**config.mk**
```make
export PLATFORM = sky130hd
export DESIGN_NAME = pixel_extreme_statistics_top
export DESIGN_NICKNAME = d
export VERILOG_FILES = /design/src/rtl/core/pes_pkg.sv /design/src/rtl/core/pes_front.sv /design/src/rtl/core/pes_queue.sv /design/src/rtl/core/pes_back.sv /design/src/rtl/core/pixel_extreme_statistics_top.sv
export SDC_FILE = /design/constraint.sdc
export NUM_CORES = 1
export LEC_CHECK = 0
export BUFFER_PORTS_ARGS = -buffer_cell sky130_fd_sc_hd__buf_2
export CAP_MARGIN = 20
export CORE_UTILIZATION = 55
export CTS_CLUSTER_SIZE = 12
export DETAILED_ROUTE_END_ITERATION = 10
export GPL_TIMING_DRIVEN = 0
export PLACE_DENSITY = 0.75
export SYNTH_ARGS = -nofsm -noshare
export SYNTH_HDL_FRONTEND = slang
export SYNTH_HIERARCHICAL = 1
export SYNTH_SLANG_ARGS = --single-unit
```
**constraint.sdc**
```tcl
create_clock -name clk -period 11.8 [get_ports clk]
set_clock_uncertainty 0.15 [all_clocks]
set_input_delay 0 -clock clk [delete_from_list [all_inputs] [get_ports clk]]
set_output_delay 0 -clock clk [all_outputs]
set_load 0.01 [all_outputs]
```
**src/rtl/core/pes_pkg.sv**
```systemverilog
// ----------------------------------------------------------------------------
// pes_pkg: shared types and constants for pixel extreme statistics
// Beat structs for pixels, queued work and results, stat ids, register
// indexes and the per-statistic helper functions.
// ----------------------------------------------------------------------------
package pes_pkg;

  localparam int NUM_STATS = 8;
  localparam int STAT_W    = 3;
  localparam int COLOUR_W  = 8;
  localparam int POS_W     = 12;
  localparam int VALUE_W   = 10;
  localparam int CFG_W     = 13;
  localparam int CFG_IDX_W = 2;

  // register indexes
  localparam logic [CFG_IDX_W-1:0] REG_FRAME_WIDTH  = 2'd0;
  localparam logic [CFG_IDX_W-1:0] REG_FRAME_HEIGHT = 2'd1;

  // register reset values
  localparam logic [CFG_W-1:0] FRAME_WIDTH_RST  = 13'd640;
  localparam logic [CFG_W-1:0] FRAME_HEIGHT_RST = 13'd480;

  // statistic ids
  localparam logic [STAT_W-1:0] STAT_MAX_SUM = 3'd0;
  localparam logic [STAT_W-1:0] STAT_MIN_SUM = 3'd1;
  localparam logic [STAT_W-1:0] STAT_MAX_R   = 3'd2;
  localparam logic [STAT_W-1:0] STAT_MAX_G   = 3'd3;
  localparam logic [STAT_W-1:0] STAT_MAX_B   = 3'd4;
  localparam logic [STAT_W-1:0] STAT_MIN_R   = 3'd5;
  localparam logic [STAT_W-1:0] STAT_MIN_G   = 3'd6;
  localparam logic [STAT_W-1:0] STAT_MIN_B   = 3'd7;
  localparam logic [STAT_W-1:0] STAT_LAST    = STAT_MIN_B;

  typedef struct packed {
    logic [COLOUR_W-1:0] red;
    logic [COLOUR_W-1:0] green;
    logic [COLOUR_W-1:0] blue;
  } pes_pixel_t;

  typedef struct packed {
    pes_pixel_t       pix;
    logic [POS_W-1:0] pos_x;
    logic [POS_W-1:0] pos_y;
    logic             frame_end;
  } pes_work_t;

  typedef struct packed {
    logic [STAT_W-1:0]   stat_id;
    logic [POS_W-1:0]    pos_x;
    logic [POS_W-1:0]    pos_y;
    logic [COLOUR_W-1:0] pixel_red;
    logic [COLOUR_W-1:0] pixel_green;
    logic [COLOUR_W-1:0] pixel_blue;
    logic [VALUE_W-1:0]  extreme_value;
    logic                last_of_run;
  } pes_result_t;

  // true for trackers that keep the largest value
  function automatic logic tracks_max(logic [STAT_W-1:0] id);
    return (id == STAT_MAX_SUM) || (id == STAT_MAX_R) ||
           (id == STAT_MAX_G) || (id == STAT_MAX_B);
  endfunction

  // value a tracker compares for one pixel
  function automatic logic [VALUE_W-1:0] stat_value(logic [STAT_W-1:0] id, pes_pixel_t pix);
    logic [VALUE_W-1:0] v;
    unique case (id)
      STAT_MAX_SUM, STAT_MIN_SUM: begin
        v = VALUE_W'(pix.red) + VALUE_W'(pix.green) + VALUE_W'(pix.blue);
      end
      STAT_MAX_R, STAT_MIN_R: v = VALUE_W'(pix.red);
      STAT_MAX_G, STAT_MIN_G: v = VALUE_W'(pix.green);
      default:                v = VALUE_W'(pix.blue);
    endcase
    return v;
  endfunction

endpackage

```
**src/rtl/core/pes_front.sv**
```systemverilog
// ----------------------------------------------------------------------------
// pes_front: pixel intake and raster position tracking
// Holds the geometry registers, counts column and row, and tags each
// pixel with its position and an end-of-frame mark for the back part.
// ----------------------------------------------------------------------------
module pes_front #(
  parameter int MAX_WIDTH  = 4096,
  parameter int MAX_HEIGHT = 4096
) (
  input  logic                             clk,
  input  logic                             rst_n,
  // pixel beats
  input  logic                             in_push,
  input  pes_pkg::pes_pixel_t              in_data,
  output logic                             in_full,
  // configuration writes
  input  logic                             cfg_valid,
  output logic                             cfg_ready,
  input  logic [pes_pkg::CFG_IDX_W-1:0]    cfg_index,
  input  logic [pes_pkg::CFG_W-1:0]        cfg_data,
  // work queue
  output logic                             q_push,
  output pes_pkg::pes_work_t               q_data,
  input  logic                             q_full
);

  localparam int XW   = (MAX_WIDTH > 1) ? $clog2(MAX_WIDTH) : 1;
  localparam int YW   = (MAX_HEIGHT > 1) ? $clog2(MAX_HEIGHT) : 1;
  localparam int WX   = ($clog2(MAX_WIDTH + 1) > pes_pkg::CFG_W) ?
                        $clog2(MAX_WIDTH + 1) : pes_pkg::CFG_W;
  localparam int WY   = ($clog2(MAX_HEIGHT + 1) > pes_pkg::CFG_W) ?
                        $clog2(MAX_HEIGHT + 1) : pes_pkg::CFG_W;

  logic [pes_pkg::CFG_W-1:0] frame_width_r, frame_height_r;
  logic [XW-1:0]             col_r, col_nxt;
  logic [YW-1:0]             row_r, row_nxt;
  logic [WX-1:0]             eff_w, col_inc;
  logic [WY-1:0]             eff_h, row_inc;
  logic                      row_end, frame_end, accept;

  assign cfg_ready = 1'b1;
  assign in_full   = q_full;
  assign accept    = in_push && !q_full;

  // effective geometry: zero acts as one, oversize clamps to the maximum
  always_comb begin
    if (frame_width_r == '0) begin
      eff_w = WX'(1);
    end else if (WX'(frame_width_r) > WX'(MAX_WIDTH)) begin
      eff_w = WX'(MAX_WIDTH);
    end else begin
      eff_w = WX'(frame_width_r);
    end
    if (frame_height_r == '0) begin
      eff_h = WY'(1);
    end else if (WY'(frame_height_r) > WY'(MAX_HEIGHT)) begin
      eff_h = WY'(MAX_HEIGHT);
    end else begin
      eff_h = WY'(frame_height_r);
    end
  end

  // raster position advance
  always_comb begin
    col_inc   = WX'(col_r) + WX'(1);
    row_inc   = WY'(row_r) + WY'(1);
    row_end   = (col_inc >= eff_w);
    frame_end = row_end && (row_inc >= eff_h);
    col_nxt   = row_end ? '0 : XW'(col_inc);
    if (!row_end) begin
      row_nxt = row_r;
    end else if (frame_end) begin
      row_nxt = '0;
    end else begin
      row_nxt = YW'(row_inc);
    end
  end

  // work beat to the queue
  assign q_push            = accept;
  assign q_data.pix        = in_data;
  assign q_data.pos_x      = pes_pkg::POS_W'(col_r);
  assign q_data.pos_y      = pes_pkg::POS_W'(row_r);
  assign q_data.frame_end  = frame_end;

  // geometry registers and counters
  always_ff @(posedge clk) begin
    if (!rst_n) begin
      frame_width_r  <= pes_pkg::FRAME_WIDTH_RST;
      frame_height_r <= pes_pkg::FRAME_HEIGHT_RST;
      col_r          <= '0;
      row_r          <= '0;
    end else begin
      if (cfg_valid) begin
        if (cfg_index == pes_pkg::REG_FRAME_WIDTH) begin
          frame_width_r <= cfg_data;
        end else if (cfg_index == pes_pkg::REG_FRAME_HEIGHT) begin
          frame_height_r <= cfg_data;
        end
      end
      if (accept) begin
        col_r <= col_nxt;
        row_r <= row_nxt;
      end
    end
  end

endmodule

```
**src/rtl/core/pes_queue.sv**
```systemverilog
// ----------------------------------------------------------------------------
// pes_queue: two-entry work queue between front and back
// Lets the front keep taking pixels while the back waits on result drain.
// ----------------------------------------------------------------------------
module pes_queue (
  input  logic               clk,
  input  logic               rst_n,
  input  logic               wr_en,
  input  pes_pkg::pes_work_t wr_data,
  output logic               full,
  output logic               rd_valid,
  input  logic               rd_en,
  output pes_pkg::pes_work_t rd_data
);

  localparam int DEPTH = 2;
  localparam int AW    = $clog2(DEPTH);

  pes_pkg::pes_work_t mem_r [DEPTH];
  logic [AW-1:0]      wr_ptr_r, rd_ptr_r;
  logic [AW:0]        count_r;
  logic               do_wr, do_rd;

  assign full     = (count_r == (AW+1)'(DEPTH));
  assign rd_valid = (count_r != '0);
  assign rd_data  = mem_r[rd_ptr_r];
  assign do_wr    = wr_en && !full;
  assign do_rd    = rd_en && rd_valid;

  // storage
  always_ff @(posedge clk) begin
    if (do_wr) begin
      mem_r[wr_ptr_r] <= wr_data;
    end
  end

  // pointers and fill count
  always_ff @(posedge clk) begin
    if (!rst_n) begin
      wr_ptr_r <= '0;
      rd_ptr_r <= '0;
      count_r  <= '0;
    end else begin
      if (do_wr) begin
        wr_ptr_r <= wr_ptr_r + AW'(1);
      end
      if (do_rd) begin
        rd_ptr_r <= rd_ptr_r + AW'(1);
      end
      unique case ({do_wr, do_rd})
        2'b10:   count_r <= count_r + (AW+1)'(1);
        2'b01:   count_r <= count_r - (AW+1)'(1);
        default: count_r <= count_r;
      endcase
    end
  end

  a_count_bound: assert property (@(posedge clk) disable iff (!rst_n)
    count_r <= (AW+1)'(DEPTH))
    else $error("work queue count beyond depth");

endmodule

```
**src/rtl/core/pes_back.sv**
```systemverilog
// ----------------------------------------------------------------------------
// pes_back: extreme trackers and result drain
// Eight trackers compare each pixel in parallel; at frame end the final
// extremes move to a snapshot bank that drains one result beat per pop.
// ----------------------------------------------------------------------------
module pes_back (
  input  logic                clk,
  input  logic                rst_n,
  // work queue
  input  logic                q_valid,
  input  pes_pkg::pes_work_t  q_data,
  output logic                q_pop,
  // result beats
  output logic                out_empty,
  input  logic                out_pop,
  output pes_pkg::pes_result_t out_data
);

  localparam int N = pes_pkg::NUM_STATS;

  logic [pes_pkg::VALUE_W-1:0] best_val_r [N];
  logic [pes_pkg::POS_W-1:0]   best_x_r   [N];
  logic [pes_pkg::POS_W-1:0]   best_y_r   [N];
  pes_pkg::pes_pixel_t         best_pix_r [N];
  logic [N-1:0]                seen_r;

  logic [pes_pkg::VALUE_W-1:0] snap_val_r [N];
  logic [pes_pkg::POS_W-1:0]   snap_x_r   [N];
  logic [pes_pkg::POS_W-1:0]   snap_y_r   [N];
  pes_pkg::pes_pixel_t         snap_pix_r [N];

  logic [pes_pkg::VALUE_W-1:0] cur_val [N];
  logic [N-1:0]                take;
  logic                        drain_r;
  logic [pes_pkg::STAT_W-1:0]  idx_r;
  logic                        drain_free, accept, pop_ok, start;

  // a frame end waits until the snapshot bank has drained
  assign pop_ok     = out_pop && drain_r;
  assign drain_free = !drain_r || (pop_ok && (idx_r == pes_pkg::STAT_LAST));
  assign q_pop      = q_valid && (!q_data.frame_end || drain_free);
  assign accept     = q_pop;
  assign start      = accept && q_data.frame_end;

  // per-tracker compare, strict so the earliest pixel keeps a tie
  always_comb begin
    for (int k = 0; k < N; k++) begin
      cur_val[k] = pes_pkg::stat_value(pes_pkg::STAT_W'(k), q_data.pix);
      if (!seen_r[k]) begin
        take[k] = 1'b1;
      end else if (pes_pkg::tracks_max(pes_pkg::STAT_W'(k))) begin
        take[k] = cur_val[k] > best_val_r[k];
      end else begin
        take[k] = cur_val[k] < best_val_r[k];
      end
    end
  end

  // tracker and snapshot payload
  always_ff @(posedge clk) begin
    for (int k = 0; k < N; k++) begin
      if (accept && take[k]) begin
        best_val_r[k] <= cur_val[k];
        best_x_r[k]   <= q_data.pos_x;
        best_y_r[k]   <= q_data.pos_y;
        best_pix_r[k] <= q_data.pix;
      end
      if (start) begin
        snap_val_r[k] <= take[k] ? cur_val[k]   : best_val_r[k];
        snap_x_r[k]   <= take[k] ? q_data.pos_x : best_x_r[k];
        snap_y_r[k]   <= take[k] ? q_data.pos_y : best_y_r[k];
        snap_pix_r[k] <= take[k] ? q_data.pix   : best_pix_r[k];
      end
    end
  end

  // seen flags and drain control
  always_ff @(posedge clk) begin
    if (!rst_n) begin
      seen_r  <= '0;
      drain_r <= 1'b0;
      idx_r   <= '0;
    end else begin
      if (accept) begin
        seen_r <= q_data.frame_end ? '0 : (seen_r | take);
      end
      if (start) begin
        drain_r <= 1'b1;
        idx_r   <= '0;
      end else if (pop_ok) begin
        if (idx_r == pes_pkg::STAT_LAST) begin
          drain_r <= 1'b0;
        end
        idx_r <= idx_r + pes_pkg::STAT_W'(1);
      end
    end
  end

  // result beat from the snapshot bank
  always_comb begin
    out_empty              = !drain_r;
    out_data.stat_id       = idx_r;
    out_data.pos_x         = snap_x_r[idx_r];
    out_data.pos_y         = snap_y_r[idx_r];
    out_data.pixel_red     = snap_pix_r[idx_r].red;
    out_data.pixel_green   = snap_pix_r[idx_r].green;
    out_data.pixel_blue    = snap_pix_r[idx_r].blue;
    out_data.extreme_value = snap_val_r[idx_r];
    out_data.last_of_run   = (idx_r == pes_pkg::STAT_LAST);
  end

  a_start_drains: assert property (@(posedge clk) disable iff (!rst_n)
    start |=> drain_r && (idx_r == '0))
    else $error("frame end did not open a result drain");

  a_drain_holds: assert property (@(posedge clk) disable iff (!rst_n)
    drain_r && !(pop_ok && (idx_r == pes_pkg::STAT_LAST)) |=> drain_r)
    else $error("result drain ended early");

  a_no_overrun: assert property (@(posedge clk) disable iff (!rst_n)
    drain_r && !out_pop && !start |=> $stable(idx_r))
    else $error("result index moved without a pop");

endmodule

```
**src/rtl/core/pixel_extreme_statistics_top.sv**
```systemverilog
// ----------------------------------------------------------------------------
// pixel_extreme_statistics_top: per-frame RGB extreme search
// Tracks brightest/darkest pixel and min/max of each colour over a raster
// frame and reports eight result beats after the frame's last pixel.
//
//   channel  ports                               direction
//   in       in_push, in_data, in_full           pixel beats in
//   out      out_empty, out_pop, out_data        result beats out
//   cfg      cfg_valid, cfg_ready, cfg_index,    register writes in
//            cfg_data
//
// One pixel beat per clock while in_full is low; the tracker compares
// finish in the cycle a beat leaves the work queue, so results are
// registered in the snapshot bank after the frame's last pixel leaves the
// queue, and drain one beat per clock while out_pop is held. A new frame
// end waits at the head of the work queue until the eight results of the
// previous frame are popped; once the queue behind it fills, in_full
// holds off further pixels. Reset is synchronous, with no clearing pass.
// ----------------------------------------------------------------------------
module pixel_extreme_statistics_top #(
  parameter int MAX_WIDTH  = 4096,
  parameter int MAX_HEIGHT = 4096
) (
  input  logic                          clk,
  input  logic                          rst_n,
  input  logic                          in_push,
  input  pes_pkg::pes_pixel_t           in_data,
  output logic                          in_full,
  output logic                          out_empty,
  input  logic                          out_pop,
  output pes_pkg::pes_result_t          out_data,
  input  logic                          cfg_valid,
  output logic                          cfg_ready,
  input  logic [pes_pkg::CFG_IDX_W-1:0] cfg_index,
  input  logic [pes_pkg::CFG_W-1:0]     cfg_data
);

  logic               fq_push, fq_full, qb_valid, qb_pop;
  pes_pkg::pes_work_t fq_data, qb_data;

  // intake and position tagging
  pes_front #(
    .MAX_WIDTH  (MAX_WIDTH),
    .MAX_HEIGHT (MAX_HEIGHT)
  ) u_front (
    .clk       (clk),
    .rst_n     (rst_n),
    .in_push   (in_push),
    .in_data   (in_data),
    .in_full   (in_full),
    .cfg_valid (cfg_valid),
    .cfg_ready (cfg_ready),
    .cfg_index (cfg_index),
    .cfg_data  (cfg_data),
    .q_push    (fq_push),
    .q_data    (fq_data),
    .q_full    (fq_full)
  );

  // decoupling queue
  pes_queue u_queue (
    .clk      (clk),
    .rst_n    (rst_n),
    .wr_en    (fq_push),
    .wr_data  (fq_data),
    .full     (fq_full),
    .rd_valid (qb_valid),
    .rd_en    (qb_pop),
    .rd_data  (qb_data)
  );

  // trackers and result drain
  pes_back u_back (
    .clk       (clk),
    .rst_n     (rst_n),
    .q_valid   (qb_valid),
    .q_data    (qb_data),
    .q_pop     (qb_pop),
    .out_empty (out_empty),
    .out_pop   (out_pop),
    .out_data  (out_data)
  );

endmodule

```
### Word-level counts from Yosys, hierarchy flattened

Memories as Yosys holds them, arrays and structs flattened. A register that Yosys moved wholly into a read port is not among the register bits.
Cells that the tools add are included.

| word-level totals | value |
|---|---|
| register bits | 66 |
| bits in writable memories | 1,026 |
| input port bits | 44 |
| output and inout port bits | 65 |
| word-level logic and storage cells | 162 |
| memories kept | 9 |

Memories:

| memory | words | width | read ports | clocked after memory_dff | wr ports | line | text |
|---|---|---|---|---|---|---|---|
| u_back.best_pix_r | 8 | 24 | 8 | 0 | 8 | pes_back.sv:24 | `pes_pkg::pes_pixel_t best_pix_r [N];` |
| u_back.snap_pix_r | 8 | 24 | 1 | 1 | 8 | pes_back.sv:30 | `pes_pkg::pes_pixel_t snap_pix_r [N];` |
| u_queue.mem_r | 2 | 49 | 1 | 1 | 1 | pes_queue.sv:19 | `pes_pkg::pes_work_t mem_r [DEPTH];` |
| u_back.best_x_r | 8 | 12 | 8 | 0 | 8 | pes_back.sv:22 | `logic [pes_pkg::POS_W-1:0] best_x_r [N];` |
| u_back.best_y_r | 8 | 12 | 8 | 0 | 8 | pes_back.sv:23 | `logic [pes_pkg::POS_W-1:0] best_y_r [N];` |
| u_back.snap_x_r | 8 | 12 | 1 | 1 | 8 | pes_back.sv:28 | `logic [pes_pkg::POS_W-1:0] snap_x_r [N];` |
| 3 more memories | n/a | n/a | n/a | n/a | n/a | n/a |  |

| operators by class | value |
|---|---|
| $add $sub $neg | 9 |
| order comparisons | 12 |
| equality and inequality tests | 5 |
| muxes and demuxes | 81 |
| bitwise logic cells | 3 |
| reductions and logical operators | 33 |

Operators with widths:

| operator | number |
|---|---|
| $mux W12 | 18 |
| $mux W24 | 8 |
| $mux W10 | 8 |
| $mux W13 | 4 |
| $mux W1 | 33 |
| $gt A8 B10 Y1 | 3 |
| $lt A8 B10 Y1 | 3 |
| $add A12 B1 Y13 const B | 2 |
| $ge A13 B13 Y1 | 2 |
| $gt A13 B13 Y1 const B | 2 |
| $logic_not A13 Y1 | 2 |
| $mux W3 | 8 |
| $logic_and A1 B1 Y1 | 16 |
| $add A10 B8 Y10 | 1 |
| $gt A10 B10 Y1 | 1 |
| $lt A10 B10 Y1 | 1 |
| $add A8 B8 Y9 | 1 |
| $mux W8 | 1 |
| $or A8 B8 Y8 | 1 |
| $reduce_bool A2 Y1 | 4 |
| $reduce_and A2 Y1 | 3 |
| $eq A2 B1 Y1 const B | 2 |
| $eq A2 B2 Y1 const B | 2 |
| $pmux W2 S2 | 1 |
| other kinds (11) | 16 |

### Depth between registers and ports, before layout

Gate-level depths: netlist (run 1).

| depth | value |
|---|---|
| word-level depth | 8 |
| gate-level depth with buffers | 24 |
| gate-level depth less buffers | 21 |

### By module

Netlist (run 1), hierarchy kept.

By module, submodules not included:

| module | instances | cells each | area each (sq um) | seq. area each (sq um) |
|---|---|---|---|---|
| pes_back | 1 | 1,829 | 35,390.2 | 24,563.6 |
| pes_queue | 1 | 178 | 3,761.1 | 3,042.9 |
| pes_front | 1 | 396 | 3,225.6 | 1,001.0 |

### Worst setup path before layout (run 1)

No wires, ideal clock.

| path | value |
|---|---|
| kind | flip-flop to flip-flop |
| start point | register (tool-made name) |
| end point | register (tool-made name) |
| setup time | 0.128 ns |
| data arrival time | 11.245 ns |
| required time | 11.522 ns |
| path slack | 0.278 ns |
| stages on the path, launching flop included | 8 |
| buffers on the path | 2 |
| clock period less this slack | 11.522 ns |
| cells stage by stage | dfxtp_1 -> buf_2 -> mux2_2 -> nand2_1 -> and3_1 -> nand2b_1 -> clkbuf_1 -> nor2_1 |

==> impl_metrics.json, run 1 <==
{
  "synth_common_cells": "906 x edfxtp_1, 475 x mux2_2, 113 x ha_1, 113 x nand2_1, 112 x mux4_2",
  "cts-htree-levels": 3,
  "initialDrtViolationCount": 1858,
  "synth_most_common_cell": "edfxtp_1",
  "drc_errors": 0,
  "yosys-top-cells-area": "edfxtp_1 64%, mux2_2 13%, mux4_2 6.0%",
  "place_congestion": 0.879,
  "max_cap_viol_count": 0,
  "insertion_delay_ps": 670,
  "synth_fa_ha_area_share_pct": 3.43,
  "cp_max_fo": 47,
  "synth-compound-area-share_pct": 2.78,
  "period_share_pct": 60.9,
  "synth-edff-count": 906,
  "dp.cells": 3538,
  "core_area_mm2": 0.0761,
  "vias": 22500,
  "post_cts_buffers": 0,
  "drv_slew": 0,
  "total_power_w": 0.0155,
  "initial_core_util_pct": 55.7,
  "hold_start": "cfg_data[12]",
  "clockBufferDepth": 3,
  "synth_seq_cells": 976,
  "syn_nets": 2562,
  "r2r_end": "u_back/best_pix_r[0][7]",
  "grt_pass1_wl_mm": 148,
  "antenna_left": 0,
  "setup-violations-final": 0,
  "grt_overflow": 0,
  "synth.distinct_cells": 79,
  "area_delta_synth_final_pct": 14.3,
  "cp_slowest_stage_delay_ps": 520,
  "die-area_mm2": 0.0782,
  "ys.flop_type": "edfxtp_1",
  "fin_ws_ps": 4610,
  "grt_pass1_vias": 23300,
  "fmax_ghz": 0.139,
  "crit_end": "u_back/best_pix_r[0][7]",
  "finalNonFillerCells": 3798,
  "cpMaxStageDelayCell": "xnor2_1",
  "p_per_area_mw_per_mm2": 319,
  "path_class": "reg2reg",
  "utilization_pct": 63.7,
  "critPathLaunchType": "register",
  "reg2regPathDepth": 25,
  "worstMarginPinSlew_ps": 1120,
  "grt_usage_pct": 25.8,
  "totalWireLength_mm": 99.4,
  "nNetsFinal": 2854,
  "hpwlAfterDp_mm": 64.2,
  "outcome": "finished clean",
  "pre_cts_slack_ps": 4670,
  "seq_area_frac_synth_pct": 67.5,
  "grt_max_degree": 71,
  "grt_antenna_before_repair": 5,
  "yosysTopAreaCell": "edfxtp_1",
  "period_minus_slack_ps": 7190,
  "r2r_slack_ps": 4610,
  "synth_top_area_share_pct": 64.2,
  "required_ps": 11970,
  "cts_buffers": 97,
  "port_buffers": 83,
  "clock-root-buffer": "clkbuf_16",
  "ir_drop_mv": 0.224,
  "die_y_um": 280,
  "p_leak_nw": 16.9,
  "holdCritPathClass": "in2reg",
  "endpoint_kind": "register",
  "syn_inst": 2403,
  "synth_xor_area_share_pct": 0.971,
  "synth_top_family_by_area": "multiplexers",
  "hold_viol": 0,
  "grt_setup_unrepaired": "false",
  "first_pass_iters": 5,
  "synthesis.area_mm2": 0.0424,
  "drive_gt1_share_pct": 34.9,
  "synthArstFlopShare_pct": 0,
  "cp.arrival_ps": 7350,
  "synth-simple-area-share_pct": 3.09,
  "row_count": 101,
  "detail_route.vias_per_cell": 5.93,
  "wire_per_inst_um": 26.2,
  "ctsResizeCount": 0,
  "hold_ws_ps": 20.4,
  "clock_sinks": 976,
  "cts_tree": "built",
  "relSlewSlack_pct": 25.3,
  "crit_top_cell": "ha_1",
  "path_clk_slew_ps": 60,
  "yosys-mux-area-fraction_pct": 19.7,
  "num_io_pins": 109,
  "avgSynthCellArea_um2": 17.6,
  "ys_warn_count": 6,
  "die_w_um": 280
}
## what timing repair did
action / CTS / global route
hold buffers: 87 / 0
endpoints found under the hold margin: 95 / 0
setup endpoints to repair: 0 / 0
## worst min path at each step
stage          cells after the start                   endpoint  slack (ps)
6_report                           4  u_front/frame_width_r[12]          20
5_1_grt                            4  u_front/frame_width_r[12]          30
4_1_cts                            4  u_front/frame_width_r[12]           5
3_5_place_dp                       1       u_queue/mem_r[1][41]          40
3_3_place_gp                       1       u_queue/mem_r[1][45]          30
2_1_floorplan                      1             u_back/drain_r         -30
## placed cells by master (no fill, tap or decap), types with 11 or more instances in the layout
cell	n
xnor2_1	30
a21oi_1	34
xor2_1	17
a21boi_0	20
o21ai_0	15
buf_2	129
nand3_1	20
buf_4	35
dfxtp_1	70
o21a_1	13
inv_1	80
buf_16	12
nand2b_1	11
ha_1	113
mux2_2	475
clkbuf_16	99
clkbuf_1	72
nand2_1	113
nor2b_1	12
mux2i_1	11
dlygate4sd3_1	87
mux4_2	112
mux2_4	24
nor2_1	56
edfxtp_1	906
## flip-flops by register name, summed over array words and instances, names as in the netlist, named ones only
name / flops
u_back/best_x_r: 96
u_back/best_y_r: 96
u_back/idx_r: 3
u_back/drain_r: 1
u_back/snap_pix_r: 191
u_front/col_r: 12
u_front/frame_width_r: 13
u_back/snap_x_r: 96
u_queue/mem_r: 98
u_queue/rd_ptr_r: 1
u_front/frame_height_r: 13
u_back/seen_r: 8
u_front/row_r: 12
u_back/snap_y_r: 96
u_back/snap_val_r: 21
u_back/best_val_r: 22
u_queue/wr_ptr_r: 1
u_queue/count_r: 2
u_back/best_pix_r: 190
## metrics by stage
step	instance area, um2	TNS (ps)
finish	48400	0
global route	48400	0
CTS	48400	0
detailed placement	44600	0
global placement	44100	-1530710
floorplan	42400	0
## report_power, final
part / switching [W] / leakage, nW / total [W] / internal, W
sequential: 0.000407 / 9.05 / 0.00644 / 0.00603
combinational: 0.00357 / 6.47 / 0.00615 / 0.00258
clock: 0.00124 / 1.41 / 0.00288 / 0.00164
## layout make-up
cell class	count	area (um2)
sequential	976	28600
fill	5298	27600
multi-input combinational	1217	12800
clock buffer	151	2720
timing repair buffer	193	1810
tap	1030	1290
buffer	126	733
inverter	84	315
clock inverter	19	201
antenna	2	5.00
## layer usage
metal | track usage, % | part of all wire (%)
met5 | 0 | 0
met4 | 7.59 | 2.5
met3 | 4.56 | 7.5
met2 | 42.5 | 49
met1 | 35.5 | 41
## worst max-delay path, delay by kind of cell (launching register included)
kind | cells | cell delay, ps
compound gates | 6 | 1010
simple gates | 7 | 1260
fa+ha+maj | 4 | 1210
mux | 1 | 460
flops | 1 | 370
buf+inv | 5 | 1500
xor+xnor | 2 | 800
## kinds of logic (layout without fill, tap and decap cells)
kind of cell	after synthesis	after routing
flip-flops	976	976
multiplexers	624	624
AND/OR/NAND/NOR	276	276
buffers and inverters	210	573
AO/OA/AOI/OAI	154	154
adder cells (fa/ha/maj)	115	115
XOR/XNOR	47	47
other	1	3
Note: power is estimated with default switching activity, not from simulation.
==> inputs of run 2 (changes only) <==
--- a/config.mk
+++ b/config.mk
@@ -11,7 +11,7 @@
 export CTS_CLUSTER_SIZE = 12
 export DETAILED_ROUTE_END_ITERATION = 10
 export GPL_TIMING_DRIVEN = 0
-export PLACE_DENSITY = 0.75
+export PLACE_DENSITY = 0.73
 export SYNTH_ARGS = -nofsm -noshare
 export SYNTH_HDL_FRONTEND = slang
 export SYNTH_HIERARCHICAL = 1
==> constraint.sdc (replaced) <==
create_clock -name clk -period 6.7 [get_ports clk]
set_clock_uncertainty 0.15 [all_clocks]
set_input_delay 0 -clock clk [delete_from_list [all_inputs] [get_ports clk]]
set_output_delay 0 -clock clk [all_outputs]
set_load 0.01 [all_outputs]
==> impl_metrics.json, run 2 (synthesized netlist as in run 1, its figures left out) <==
{
  "outcome": "finished clean",
  "ir_drop_mv": 0.427,
  "p_leak_nw": 17.2,
  "required_ps": 6950,
  "drc_errors": 0,
  "drv_slew": 0,
  "p_per_area_mw_per_mm2": 565,
  "grt_usage_pct": 26.3,
  "mostFrequentLayoutCells": "906 x edfxtp_1, 470 x mux2_2, 126 x buf_2, 113 x nand2_1, 113 x ha_1",
  "hold_start": "cfg_data[12]",
  "cpMaxStageDelayCell": "a21oi_1",
  "die_w_um": 280,
  "place_congestion": 0.885,
  "drive_gt1_share_pct": 35.5,
  "wire_per_inst_um": 26.4,
  "first_pass_iters": 7,
  "clock_sinks": 976,
  "nNetsFinal": 2878,
  "totalWireLength_mm": 101,
  "wl_met2_mm": 49.6,
  "antenna_left": 0,
  "place_area_mm2": 0.0447,
  "detail_route.vias_per_cell": 5.96,
  "hold_ws_ps": 22.1,
  "top_layer": "met4",
  "clockBufferDepth": 3,
  "grt_setup_unrepaired": "false",
  "regMostFlops": "u_back/snap_pix_r",
  "wl_met3_mm": 6.61,
  "tns_ps": 0,
  "crit_path_cell_trace": "buf_6, mux2_4, ha_1, a21o_1, a21oi_1, o21ai_0, o41ai_1, xnor2_1, ha_1, a21oi_1, nand3_1, xnor2_2, ha_1, and3_1, o211ai_1, a21oi_1, buf_2, buf_4, mux2_2",
  "cp.arrival_ps": 6640,
  "initial_core_util_pct": 55.7,
  "grt_antenna_before_repair": 2,
  "cts_tree": "built",
  "cp_slowest_stage_delay_ps": 570,
  "area_delta_synth_final_pct": 15.4,
  "hpwlAfterDp_mm": 65.2,
  "core_area_mm2": 0.0761,
  "grt_pass1_wl_mm": 149,
  "path_class": "reg2reg",
  "num_io_pins": 109,
  "layout_commonest_cell": "edfxtp_1",
  "top_regs": "u_back/snap_pix_r (191), u_back/best_pix_r (190), u_queue/mem_r (98)",
  "initialDrtViolationCount": 2157,
  "port_buffers": 83,
  "vias": 22800,
  "grt_pass1_vias": 23300,
  "fmax_ghz": 0.156,
  "grt_max_degree": 72,
  "cp_max_fo": 18,
  "relSlewSlack_pct": 26.3,
  "met1Wirelength_mm": 42.6,
  "holdCritPathClass": "in2reg",
  "max_cap_viol_count": 0,
  "endpoint_kind": "register",
  "path_clk_slew_ps": 60,
  "cts-htree-levels": 3,
  "period_share_pct": 95.4,
  "largest_reg_flops": 191,
  "setup-violations-final": 0,
  "r2r_slack_ps": 310,
  "finish.instance_area_mm2": 0.0489,
  "worstMarginPinSlew_ps": 1110,
  "die-area_mm2": 0.0782,
  "utilization_pct": 64.3,
  "clock-root-buffer": "clkbuf_16",
  "hold_viol": 0,
  "period_minus_slack_ps": 6390,
  "pre_cts_slack_ps": -744,
  "grt_overflow": 0,
  "fin_ws_ps": 307,
  "cts_buffers": 99,
  "insertion_delay_ps": 670,
  "die_y_um": 280,
  "row_count": 101,
  "critPathLaunchType": "register"
}
-- run 2: timing repair --
| item | CTS | global route |
|---|---|---|
| pin swaps | 1 | 1 |
| setup buffers | 2 | 2 |
| gates resized for setup | 8 | 10 |
| setup endpoints to repair | 121 | 111 |
| gates cloned | 1 | 0 |
| hold endpoints to repair | 95 | 0 |
| hold buffers | 101 | 0 |
-- run 2: per-stage QoR --
step | power, W | cells
final | 0.0276 | 3832
after global routing | 0.0289 | 3829
after CTS | 0.0276 | 3825
after floorplan | 0.0184 | 2403
after global placement | 0.0216 | 3516
after detailed placement | 0.0222 | 3540
-- run 2: cell type report --
class                           count  area, um2
Antenna cell                        3       7.51
Buffer                            126        759
Clock buffer                      157       2830
Clock inverter                     24        223
Fill cell                        5240      27200
Inverter                           84        315
Multi-Input combinational cell   1218      12800
Sequential cell                   976      28600
Tap cell                         1030       1290
Timing Repair Buffer              214       2040
-- run 2: critical path: cells and delay by family, from the launching register on --
family | cells | cell delay, ps
and+or+nand+nor | 2 | 330
DFF | 1 | 420
muxes | 2 | 820
adders and majority gates | 3 | 1000
buffers and inverters | 3 | 1100
xor gates and xnor gates | 2 | 450
AOI/OAI and AO/OA | 7 | 1800
-- run 2: report_power, final --
group	internal, W	total [W]	switching (W)
logic	0.00470	0.0111	0.00639
clock network	0.00295	0.00520	0.00226
registers	0.0106	0.0113	0.000716
-- run 2: layer usage --
layer,GRT usage [%],up-vias
met2,43.3,857
met5,0,-
met4,8.07,0
met3,3.79,160
met1,36.5,11800
li1,-,10000
-- run 2: path summary, 6_finish.rpt --
path                                             endpoint  cells after the start
worst max-delay path             u_back/snap_pix_r[1][13]                     19
worst min-delay path            u_front/frame_width_r[12]                      4
worst max register to register   u_back/snap_pix_r[1][13]                     19
worst min register to register           u_back/seen_r[7]                      2
